`config.mk`:
```
export PLATFORM = sky130hd
export DESIGN_NAME = soundex_stream_encoder
export DESIGN_NICKNAME = d
export VERILOG_FILES = /design/src/hw/rtl/sse_pkg.sv /design/src/hw/rtl/sse_front.sv /design/src/hw/rtl/sse_queue.sv /design/src/hw/rtl/sse_back.sv /design/src/hw/rtl/soundex_stream_encoder.sv
export SDC_FILE = /design/constraint.sdc
export NUM_CORES = 1
export LEC_CHECK = 0
export BUFFER_PORTS_ARGS = -buffer_cell sky130_fd_sc_hd__buf_2
export CORE_MARGIN = 2
export CORE_UTILIZATION = 61
export CTS_CLUSTER_SIZE = 25
export DETAILED_ROUTE_END_ITERATION = 7
export GPL_TIMING_DRIVEN = 1
export PLACE_DENSITY = 0.83
export SETUP_SLACK_MARGIN = 0.2
export SLEW_MARGIN = 20
export SYNTH_ARGS = -nofsm -noshare
export SYNTH_HDL_FRONTEND = slang
export SYNTH_SLANG_ARGS = --single-unit
```
`constraint.sdc`:
```
create_clock -name clock -period 6.25 [get_ports clock]
set_input_delay 1.5625 -clock clock [delete_from_list [all_inputs] [get_ports clock]]
set_output_delay 1.5625 -clock clock [all_outputs]
set_load 0.005 [all_outputs]
```
`src/hw/rtl/sse_pkg.sv`:
```
package sse_pkg;

   // Class codes of one letter, four bits wide: 0 is a non-letter, 1..6 a
   // consonant digit, and each of A E I O U H W Y has a code of its own.
   localparam logic [3:0] CLS_NONE = 4'd0;
   localparam logic [3:0] CLS_A    = 4'd7;
   localparam logic [3:0] CLS_E    = 4'd8;
   localparam logic [3:0] CLS_I    = 4'd9;
   localparam logic [3:0] CLS_O    = 4'd10;
   localparam logic [3:0] CLS_U    = 4'd11;
   localparam logic [3:0] CLS_H    = 4'd12;
   localparam logic [3:0] CLS_W    = 4'd13;
   localparam logic [3:0] CLS_Y    = 4'd14;

   localparam logic [7:0] CHAR_ZERO = 8'h30;

   // Results of one accepted byte: a leading slot (first letter or the
   // digit of the run that ends), a second digit slot (run flushed by the
   // last byte) and the end marker.
   typedef struct packed {
      logic       a_vld;
      logic [7:0] a_char;
      logic       b_vld;
      logic [7:0] b_char;
      logic       mark;
   } sse_bundle_type;

   // Queue status seen by the front and back parts.
   typedef struct packed {
      logic full;
      logic empty;
   } sse_qstat_type;

   // Uppercase ASCII letter that a Latin-1 byte folds to, 0 for no letter.
   function automatic logic [7:0] fold_letter(input logic [7:0] c);
      logic [7:0] f;
      f = 8'h00;
      if (c inside {[8'h41:8'h5A]}) begin
         f = c;
      end else if (c inside {[8'h61:8'h7A]}) begin
         f = c - 8'h20;
      end else if (c[7:6] == 2'b11) begin
         // upper and lower accented halves share one fold
         case (c[4:0])
            5'd0, 5'd1, 5'd2, 5'd3, 5'd4, 5'd5, 5'd6: f = "A";
            5'd7:                                     f = "S";
            5'd8, 5'd9, 5'd10:                        f = "E";
            5'd12, 5'd13, 5'd14, 5'd15:               f = "I";
            5'd17:                                    f = "N";
            5'd18, 5'd19, 5'd20, 5'd22, 5'd23, 5'd24: f = "O";
            5'd25, 5'd26, 5'd27, 5'd28:               f = "U";
            5'd29:                                    f = "Y";
            // sharp s folds to S; y-diaeresis is no letter here
            5'd31:                                    f = c[5] ? 8'h00 : "S";
            default:                                  f = 8'h00;
         endcase
      end
      return f;
   endfunction

   // Class of a folded uppercase letter, CLS_NONE for a zero byte.
   function automatic logic [3:0] class_of(input logic [7:0] l);
      logic [3:0] k;
      case (l)
         "B", "F", "P", "V":                     k = 4'd1;
         "C", "G", "J", "K", "Q", "S", "X", "Z": k = 4'd2;
         "D", "T":                               k = 4'd3;
         "L":                                    k = 4'd4;
         "M", "N":                               k = 4'd5;
         "R":                                    k = 4'd6;
         "A":                                    k = CLS_A;
         "E":                                    k = CLS_E;
         "I":                                    k = CLS_I;
         "O":                                    k = CLS_O;
         "U":                                    k = CLS_U;
         "H":                                    k = CLS_H;
         "W":                                    k = CLS_W;
         "Y":                                    k = CLS_Y;
         default:                                k = CLS_NONE;
      endcase
      return k;
   endfunction

   function automatic logic is_digit(input logic [3:0] k);
      return (k >= 4'd1) && (k <= 4'd6);
   endfunction

   function automatic logic [7:0] digit_char(input logic [3:0] k);
      return CHAR_ZERO + {4'b0000, k};
   endfunction

endpackage

```
`src/hw/rtl/sse_front.sv`:
```
module sse_front (
   input  logic                   clock,
   input  logic                   reset,
   input  logic                   req_tvalid,
   output logic                   req_tready,
   input  logic [7:0]             req_tdata,   // char_in[7:0]
   input  logic                   req_tlast,   // is_last_char
   input  sse_pkg::sse_qstat_type qstat,
   output logic                   push,
   output sse_pkg::sse_bundle_type push_data
);
   import sse_pkg::*;

   logic       found_ff, found_in;
   logic [3:0] pend_ff, pend_in;
   logic       accept;
   logic [7:0] letter;
   logic [3:0] cls;

   assign req_tready = !qstat.full;
   assign accept     = req_tvalid && req_tready;
   assign letter     = fold_letter(req_tdata);
   assign cls        = class_of(letter);

   // Classify the byte and build its results; advance the run state
   always_comb begin
      push_data = '0;
      found_in  = found_ff;
      pend_in   = pend_ff;
      if (!found_ff) begin
         if (letter != 8'h00) begin
            push_data.a_vld  = 1'b1;
            push_data.a_char = letter;
            found_in         = 1'b1;
            pend_in          = CLS_NONE;
         end
      end else begin
         if (cls != pend_ff) begin
            if (is_digit(pend_ff)) begin
               push_data.a_vld  = 1'b1;
               push_data.a_char = digit_char(pend_ff);
            end
            pend_in = cls;
         end
         // the run in progress is now of class cls either way
         if (req_tlast && is_digit(cls)) begin
            push_data.b_vld  = 1'b1;
            push_data.b_char = digit_char(cls);
         end
      end
      if (req_tlast) begin
         push_data.mark = 1'b1;
         found_in       = 1'b0;
         pend_in        = CLS_NONE;
      end
   end

   assign push = accept && (push_data.a_vld || push_data.b_vld || push_data.mark);

   always_ff @(posedge clock) begin
      if (reset) begin
         found_ff <= 1'b0;
         pend_ff  <= CLS_NONE;
      end else if (accept) begin
         found_ff <= found_in;
         pend_ff  <= pend_in;
      end
   end

endmodule

```
`src/hw/rtl/sse_queue.sv`:
```
module sse_queue #(
   parameter int DEPTH = 4
) (
   input  logic                    clock,
   input  logic                    reset,
   input  logic                    push,
   input  sse_pkg::sse_bundle_type push_data,
   input  logic                    pop,
   output sse_pkg::sse_bundle_type head,
   output sse_pkg::sse_qstat_type  qstat
);
   import sse_pkg::*;

   localparam int PTR_W = (DEPTH > 1) ? $clog2(DEPTH) : 1;
   localparam int CNT_W = $clog2(DEPTH + 1);
   localparam logic [PTR_W-1:0] PTR_LAST = PTR_W'(DEPTH - 1);
   localparam logic [CNT_W-1:0] CNT_FULL = CNT_W'(DEPTH);

   sse_bundle_type   mem_ff [DEPTH];
   logic [PTR_W-1:0] wr_ptr_ff, wr_ptr_in;
   logic [PTR_W-1:0] rd_ptr_ff, rd_ptr_in;
   logic [CNT_W-1:0] count_ff, count_in;
   logic             do_push, do_pop;

   assign qstat.full  = (count_ff == CNT_FULL);
   assign qstat.empty = (count_ff == '0);
   assign do_push     = push && !qstat.full;
   assign do_pop      = pop && !qstat.empty;
   assign head        = mem_ff[rd_ptr_ff];

   // Advance pointers with wrap at the depth
   always_comb begin
      wr_ptr_in = wr_ptr_ff;
      rd_ptr_in = rd_ptr_ff;
      count_in  = count_ff;
      if (do_push) begin
         wr_ptr_in = (wr_ptr_ff == PTR_LAST) ? '0 : wr_ptr_ff + 1'b1;
      end
      if (do_pop) begin
         rd_ptr_in = (rd_ptr_ff == PTR_LAST) ? '0 : rd_ptr_ff + 1'b1;
      end
      case ({do_push, do_pop})
         2'b10:   count_in = count_ff + 1'b1;
         2'b01:   count_in = count_ff - 1'b1;
         default: count_in = count_ff;
      endcase
   end

   always_ff @(posedge clock) begin
      if (reset) begin
         wr_ptr_ff <= '0;
         rd_ptr_ff <= '0;
         count_ff  <= '0;
      end else begin
         wr_ptr_ff <= wr_ptr_in;
         rd_ptr_ff <= rd_ptr_in;
         count_ff  <= count_in;
      end
   end

   // Store the pushed bundle
   always_ff @(posedge clock) begin
      if (do_push) begin
         mem_ff[wr_ptr_ff] <= push_data;
      end
   end

endmodule

```
`src/hw/rtl/sse_back.sv`:
```
module sse_back (
   input  logic                    clock,
   input  logic                    reset,
   input  sse_pkg::sse_bundle_type head,
   input  sse_pkg::sse_qstat_type  qstat,
   output logic                    pop,
   output logic                    rsp_tvalid,
   input  logic                    rsp_tready,
   output logic [7:0]              rsp_tdata,  // code_char[7:0]
   output logic                    rsp_tuser,  // char_valid
   output logic                    rsp_tlast   // code_done
);
   import sse_pkg::*;

   logic [2:0] sent_ff, sent_in;
   logic [2:0] rem, pick;
   logic       valid_ff, valid_in;
   logic [7:0] char_ff, char_in;
   logic       cval_ff, cval_in;
   logic       done_ff, done_in;
   logic       load_ok, take;

   assign load_ok = !valid_ff || rsp_tready;
   assign take    = load_ok && !qstat.empty;

   // Pick the lowest result slot of the head bundle not yet sent
   assign rem  = {head.mark, head.b_vld, head.a_vld} & ~sent_ff;
   assign pick = rem & (~rem + 3'd1);
   assign pop  = take && ((rem & ~pick) == 3'b000);

   always_comb begin
      char_in = 8'h00;
      cval_in = 1'b0;
      done_in = 1'b0;
      case (pick)
         3'b001: begin
            char_in = head.a_char;
            cval_in = 1'b1;
         end
         3'b010: begin
            char_in = head.b_char;
            cval_in = 1'b1;
         end
         3'b100: begin
            done_in = 1'b1;
         end
         default: begin
            char_in = 8'h00;
         end
      endcase
   end

   // Track sent slots; clear once the bundle leaves the queue
   always_comb begin
      sent_in = sent_ff;
      if (pop) begin
         sent_in = 3'b000;
      end else if (take) begin
         sent_in = sent_ff | pick;
      end
      valid_in = load_ok ? !qstat.empty : valid_ff;
   end

   always_ff @(posedge clock) begin
      if (reset) begin
         sent_ff  <= 3'b000;
         valid_ff <= 1'b0;
      end else begin
         sent_ff  <= sent_in;
         valid_ff <= valid_in;
      end
   end

   // Hold the result register until its transfer
   always_ff @(posedge clock) begin
      if (take) begin
         char_ff <= char_in;
         cval_ff <= cval_in;
         done_ff <= done_in;
      end
   end

   assign rsp_tvalid = valid_ff;
   assign rsp_tdata  = char_ff;
   assign rsp_tuser  = cval_ff;
   assign rsp_tlast  = done_ff;

endmodule

```
`src/hw/rtl/soundex_stream_encoder.sv`:
```
// Streaming phonetic encoder: one Latin-1 byte per transfer on req_, with
// req_tlast on the final byte of a symbol. The first letter goes out folded
// to ASCII uppercase, then the digits '1'..'6' of collapsed consonant runs,
// untruncated and unpadded, and every symbol closes with an end marker
// (rsp_tuser low, rsp_tdata zero, rsp_tlast high). A byte is accepted every
// cycle while the result queue between the classifier and the output stage
// has room; each byte makes zero to three results, and the output register
// sends one result per cycle while rsp_tready is high, so a run of bytes
// that each give at most one result streams at one byte per cycle. A result
// is queued and then registered for output. No clearing pass follows reset.
module soundex_stream_encoder #(
   parameter int QUEUE_DEPTH = 4
) (
   input  logic       clock,
   input  logic       reset,
   input  logic       req_tvalid,
   output logic       req_tready,
   input  logic [7:0] req_tdata,   // char_in[7:0]
   input  logic       req_tlast,   // is_last_char
   output logic       rsp_tvalid,
   input  logic       rsp_tready,
   output logic [7:0] rsp_tdata,   // code_char[7:0]
   output logic       rsp_tuser,   // char_valid
   output logic       rsp_tlast    // code_done
);
   import sse_pkg::*;

   sse_qstat_type  qstat;
   sse_bundle_type push_data;
   sse_bundle_type head;
   logic           push;
   logic           pop;

   sse_front u_front (
      .clock      (clock),
      .reset      (reset),
      .req_tvalid (req_tvalid),
      .req_tready (req_tready),
      .req_tdata  (req_tdata),
      .req_tlast  (req_tlast),
      .qstat      (qstat),
      .push       (push),
      .push_data  (push_data)
   );

   sse_queue #(
      .DEPTH (QUEUE_DEPTH)
   ) u_queue (
      .clock     (clock),
      .reset     (reset),
      .push      (push),
      .push_data (push_data),
      .pop       (pop),
      .head      (head),
      .qstat     (qstat)
   );

   sse_back u_back (
      .clock      (clock),
      .reset      (reset),
      .head       (head),
      .qstat      (qstat),
      .pop        (pop),
      .rsp_tvalid (rsp_tvalid),
      .rsp_tready (rsp_tready),
      .rsp_tdata  (rsp_tdata),
      .rsp_tuser  (rsp_tuser),
      .rsp_tlast  (rsp_tlast)
   );

endmodule

```
* Word level (Yosys, flattened, before mapping)
Memories as Yosys holds them, arrays and structs flattened. A register that Yosys moved wholly into a read port is not among the register bits.
Index checks and enable logic that the tools add are counted.
** Storage, ports and cells
- Bits in read-only memories :: 512
- Memory bits (writable) :: 76
- Word-level logic and storage cells :: 134
- Flip-flop bits (word level) :: 26
- Memories kept :: 2
** Cells by class
- Reduce and logical (&&, ||, !) cells :: 31
- $lt $le $gt $ge :: 8
- Bitwise gates (word level) :: 7
- Add/subtract/negate cells :: 8
- Multiplexer cells :: 30
- Eq/ne operators :: 38
** Memories
- (name not given) :: words 128, bits a word 4, rd ports 1, clocked after memory_dff 0, wr ports 0, line sse_pkg.sv:64 : case (l)
- u_queue.mem_ff :: words 4, bits a word 19, rd ports 1, clocked after memory_dff 1, wr ports 1, line sse_queue.sv:19 : sse_bundle_type mem_ff [DEPTH];
** Operator list (number)
- case mux 8 bit (9 select lines) :: 1
- == test 5 bit, second input constant :: 13
- two-way mux 9 bit :: 6
- == test 5 x 4 -> 1 bit, second input constant :: 7
- two-way mux 8 bit :: 3
- == test 5 x 3 -> 1 bit, second input constant :: 4
- two-way mux 4 bit :: 5
- >= comparator 8 x 7 -> 1 bit, second input constant :: 2
- <= comparator 8 x 7 -> 1 bit, second input constant :: 2
- case mux 8 bit (2 select lines) :: 1
- adder 6 x 4 -> 7 bit, first input constant :: 2
- logical AND 1 bit :: 11
- == test 5 x 2 -> 1 bit, second input constant :: 2
- bitwise AND 3 bit :: 3
- NOT 3 bit :: 3
- == test 2 bit, second input constant :: 4
- >= comparator 4 x 1 -> 1 bit, second input constant :: 2
- <= comparator 4 x 3 -> 1 bit, second input constant :: 2
- two-way mux 1 bit :: 8
- two-way mux 2 bit :: 4
- nonzero test 8 bit :: 1
- OR reduction 4 bit :: 2
- subtractor 8 x 6 -> 8 bit, second input constant :: 1
- two-way mux 7 bit :: 1
- other kinds (23) :: 32

* Logic depth before layout (Yosys ltp)
An unclocked memory read counts as a cell.
- Word-level depth :: 19
- Mapped depth :: 22

* Modules after synthesis
Synthesis repeated with hierarchy kept, for this count alone.
** Unflattened totals
- Cell total of the unflattened synthesis :: 401
- Area, all modules :: 5365.1 um^2
** Modules (own cells, without submodules)
- sse_queue :: cells each 153, area an instance 3235.6 um^2, times used 1
- sse_front :: cells each 200, area an instance 1473.9 um^2, times used 1
- sse_back :: cells each 48, area an instance 655.6 um^2, times used 1

* Worst setup path after synthesis
Ideal clock, no wire load.
- Path kind :: in2reg
- Start point :: input req_tdata[4]
- End point :: register u_queue.count_ff[2]
- Data arrival time :: 5.465 ns
- Path slack :: 0.715 ns
- Stages on the path :: 21
- Path buffers :: 1
- Cell sequence :: buf_6 or4_4 o21ai_4 nor2b_2 a32o_2 inv_1 ha_1 inv_1 mux2i_1 a221oi_2 a211oi_2 xor2_1 nor4_4 a21oi_4 inv_1 ha_1 inv_1 fa_1 xor2_1 or3_1 a21oi_1
** Between the ends
- Longest elaborated chain between the ends :: 19
** Ends and longest elaborated chain
- from (decl) :: line soundex_stream_encoder.sv:18 : input logic [7:0] req_tdata,
- == test 5 x 1 -> 1 bit, or another cell as far along :: line sse_pkg.sv:44 : case (c[4:0])
- OR reduction 7 bit, or another cell as far along :: line sse_pkg.sv:44
- case mux 8 bit (9 select lines) :: line sse_pkg.sv:44
- two-way mux 8 bit :: line sse_pkg.sv:42 : end else if (c[7:6] == 2'b11) begin
- two-way mux 8 bit :: line sse_pkg.sv:40 : end else if (c inside {[8'h61:8'h7A]}) begin
- two-way mux 8 bit (*) :: line sse_pkg.sv:38 : if (c inside {[8'h41:8'h5A]}) begin
- memory (128 x 4 bit)
- two-way mux 4 bit :: line sse_pkg.sv:64
- [2 not listed]
- logical AND 1 bit :: line sse_front.sv:46 : if (req_tlast && is_digit(cls)) begin
- two-way mux 9 bit :: line sse_front.sv:46
- two-way mux 9 bit :: line sse_front.sv:30 : if (!found_ff) begin
- logical OR 1 bit (*) (2 in series) :: line sse_front.sv:58 : assign push = accept && (push_data.a_vld || push_data.b_vld || push_data.mark);
- logical AND 1 bit (*) :: line sse_front.sv:58
- logical AND 1 bit (*) :: line sse_queue.sv:27 : assign do_push = push && !qstat.full;
- == test 2 x 1 -> 1 bit / == test 2 bit (equally long branches) :: line sse_queue.sv:42 : case ({do_push, do_pop})
- case mux 3 bit (2 select lines) / nonzero test 2 bit (equally long branches)
- to (signal assigned) :: line sse_queue.sv:57 : count_ff <= count_in;
- to (decl) :: line sse_queue.sv:22 : logic [CNT_W-1:0] count_ff, count_in;
Mark *: on every way between the ends. The rest lies on a longest branch, timed or not.
A chain may end at the register's enable or synchronous reset.

* Worst setup path in the final report
- Start point :: input req_tdata[1]
- End point :: register u_queue.count_ff[2]
The elaborated chain is that of the path after synthesis.

==> flow_summary.ini <==
[status]
status = finished clean

[detailed_routing]
routedWlPerCell_um = 17.6
vias_per_cell = 6.07
drt_first_pass_iters = 5
ant_nets = 0
num_vias = 3151
initialDrtViolationCount = 168
wl_mm = 9.14
drc = 0

[logic_synthesis]
yosysWarnings = 0
yosysTopAreaCell = edfxtp_1
synth-edff-count = 70
ys.flop_type = edfxtp_1
syn_inst = 386
ys_async_sr_fraction_pct = 0
synth.most_common_cell = edfxtp_1
ys_seq_area_share_pct = 51.1
synthTopCellsByArea = edfxtp_1 44%, dfxtp_1 7.5%, mux4_2 7.0%
synthDistinctLibCells = 86
yosysTopAreaCellShare_pct = 43.6
synth_area_per_cell_um2 = 12.5
ys_seq_elements = 88
synth_common_cells = 70 x edfxtp_1, 27 x nand2_1, 23 x nor2_1, 18 x dfxtp_1
syn_area_um2 = 4820

[place]
port_buffers = 24
dp_hpwl_mm = 6.57
placed_cells = 503
dp_slack_ps = 195
post_dp_cell_area_um2 = 5000
gp_congestion = 0.939

[final_layout]
area_delta_synth_final_pct = 8.02
multi_input_area_um2 = 2190
fill_cells = 555
final_area_um2 = 5210
final_cell_count_no_fill = 519
drive_gt1_share_pct = 23.3
seqCellArea_um2 = 2460
layout.nets = 440
antenna_cells = 0

[global_routing]
grt_antenna_before_repair = 0
grt_pass1_wl_mm = 15.5
grt_pass1_vias = 3149
gr-total-overflow = 0
grtUsageTotal_pct = 23.2
grt_max_degree = 24

[worst_setup_path]
endpoint_kind = flip-flop
start_kind = input port
worstRegToRegCells = 10
cp_cell_sequence = buf_2 > or4_4 > o21ai_4 > nor2b_2 > a32o_2 > inv_1 > ha_1 > o21ai_0 > a21oi_1 > o221ai_2 > xnor2_1 > nor4_4 > a21oi_4 > inv_1 > ha_1 > inv_1 > fa_1 > xor2_1 > or3_1 > a21oi_1
path_common_cell = inv_1
cp-startpoint = req_tdata[1]
critPathMaxFanout = 22
crit_arrival_ps = 5970
cp-endpoint = u_queue.count_ff[2]$_SDFFE_PP0P_
ff2ff_setup_slack_ps = 2410
required_ps = 6540
slowest_delay_ps = 570
critical_path_class = input port to flip-flop
r2r_end = u_queue.count_ff[2]$_SDFFE_PP0P_
cp_slowest_cell = or4_4

[die]
rows = 32
die_h_um = 92.9
dieArea_um2 = 8630
start_util_pct = 62.7
pin_count = 25
core_area_um2 = 7690
die_x_um = 92.9

[sta]
clock.fmax_mhz = 176
fin_crit_ps = 5680
slew_violations = 0
rsz0062_at_grt = no
whs_ps = 470
hold_viol = 0
tightest_slew_ps = 742
period_share_pct = 90.9
skew_ps = 14.7
slew-limit-headroom_pct = 50.5
fin_setup_tns_ps = 0
setup_violations = 0
worst_slack_ps = 568

[clock_network]
root_buffer = clkbuf_8
cts_hold_buf = 0
cts_inserted_buffers = 9
cts.clk_slew.worst_paths_ps = 90
cts.sinks = 88
post_cts_buffers = 0
cts_max_level = 3
clock_path_buffers = 2
cts_tree = done
worstSkewPairLatency_ps = 360
post_cts_resize_count = 0

[run]
cap_viol_max_count = 0

[power]
peakVddDrop_v = 0.000131
power_density_nw_per_um2 = 350
p_leak_uw = 0.00187

[min_path]
hold_class = flip-flop to flip-flop
flip-flops by register name, indices dropped and copies added, names as in the netlist, named ones only:
name               count
u_back.rsp_tuser       1
u_front.pend_ff        4
u_queue.count_ff       3
u_back.rsp_tlast       1
u_front.found_ff       1
u_back.rsp_tvalid      1
u_back.rsp_tdata       8
u_back.sent_ff         3
u_queue.mem_ff        60
u_queue.rd_ptr_ff      2
u_queue.wr_ptr_ff      2
logic make-up after synthesis:
| family | Yosys count | share of synthesized area (%) |
|---|---|---|
| compound gates | 78 | 14.2 |
| simple gates | 140 | 16.3 |
| flops | 88 | 51.1 |
| fa+ha+maj | 15 | 4.05 |
| mux | 27 | 9.75 |
| other cells | 1 | 0.0777 |
| buf+inv | 33 | 3.79 |
| xor+xnor | 4 | 0.726 |
placed cells by master, fill, tap and decap left out, types with 9 or more instances in the layout:
master / synthesis / layout
edfxtp_1: 70 / 70
nand2_1: 27 / 27
nor2_1: 23 / 23
buf_2: 2 / 23
dfxtp_1: 18 / 17
mux4_2: 15 / 15
nor3_1: 15 / 15
a21oi_1: 15 / 15
inv_1: 14 / 14
ha_1: 14 / 14
nand2b_1: 13 / 13
nand3_1: 11 / 11
o21ai_0: 10 / 10
clkbuf_8: 0 / 10
and2_1: 9 / 9
per-layer routing:
metal	vias to the layer above	part of all wire [%]	wire, um	track usage (%)
met5	-	0	0	0
li1	1517	-	-	-
met3	15	3.6	328	2.85
met2	82	55	5000	41.5
met4	0	1.6	149	8.70
met1	1537	40	3660	28.8
area by class of cell:
type	instances	share of cell area, %
Inverter	16	1.15
Clock buffer	10	2.64
Clock inverter	6	1.37
Multi-Input combinational cell	268	42.0
Sequential cell	88	47.3
Tap cell	102	2.45
Timing Repair Buffer	29	3.07
stage by stage:
| stage | util [%] | power (uW) |
|---|---|---|
| 2_1_floorplan | - | 1260 |
| 3_3_place_gp | 65.0 | 1400 |
| 3_5_place_dp | 65.0 | 1440 |
| 4_1_cts | 67.7 | 1840 |
| 5_1_grt | 67.8 | 1930 |
| 6_report | 67.8 | 1820 |
report_power, final:
part	switching (uW)	internal, uW
Combinational	316	254
Clock	203	201
Sequential	76.3	775
critical path, delay by kind of cell:
kind | cells | cell delay [ps]
buffers and inverters | 4 | 510
AO/OA/AOI/OAI | 7 | 1340
AND/OR/NAND/NOR | 4 | 1450
XOR/XNOR | 2 | 360
adder cells (fa/ha/maj) | 3 | 740
worst min-delay path by stage:
stage / start / endpoint / slack (ps) / cells past startpoint
final: u_back.sent_ff[2]$_SDFFE_PP0P_ / u_back.sent_ff[2]$_SDFFE_PP0P_ / 470 / 2
after CTS: u_back.sent_ff[2]$_SDFFE_PP0P_ / u_back.sent_ff[2]$_SDFFE_PP0P_ / 480 / 2
after global routing: u_back.sent_ff[2]$_SDFFE_PP0P_ / u_back.sent_ff[2]$_SDFFE_PP0P_ / 490 / 2
after detailed placement: u_back.sent_ff[2]$_SDFFE_PP0P_ / u_back.sent_ff[2]$_SDFFE_PP0P_ / 460 / 2
after floorplan: u_back.sent_ff[2]$_SDFFE_PP0P_ / u_back.sent_ff[2]$_SDFFE_PP0P_ / 420 / 2
after global placement: u_back.sent_ff[2]$_SDFFE_PP0P_ / u_back.sent_ff[2]$_SDFFE_PP0P_ / 430 / 2
(Power assumes the default switching activity.)
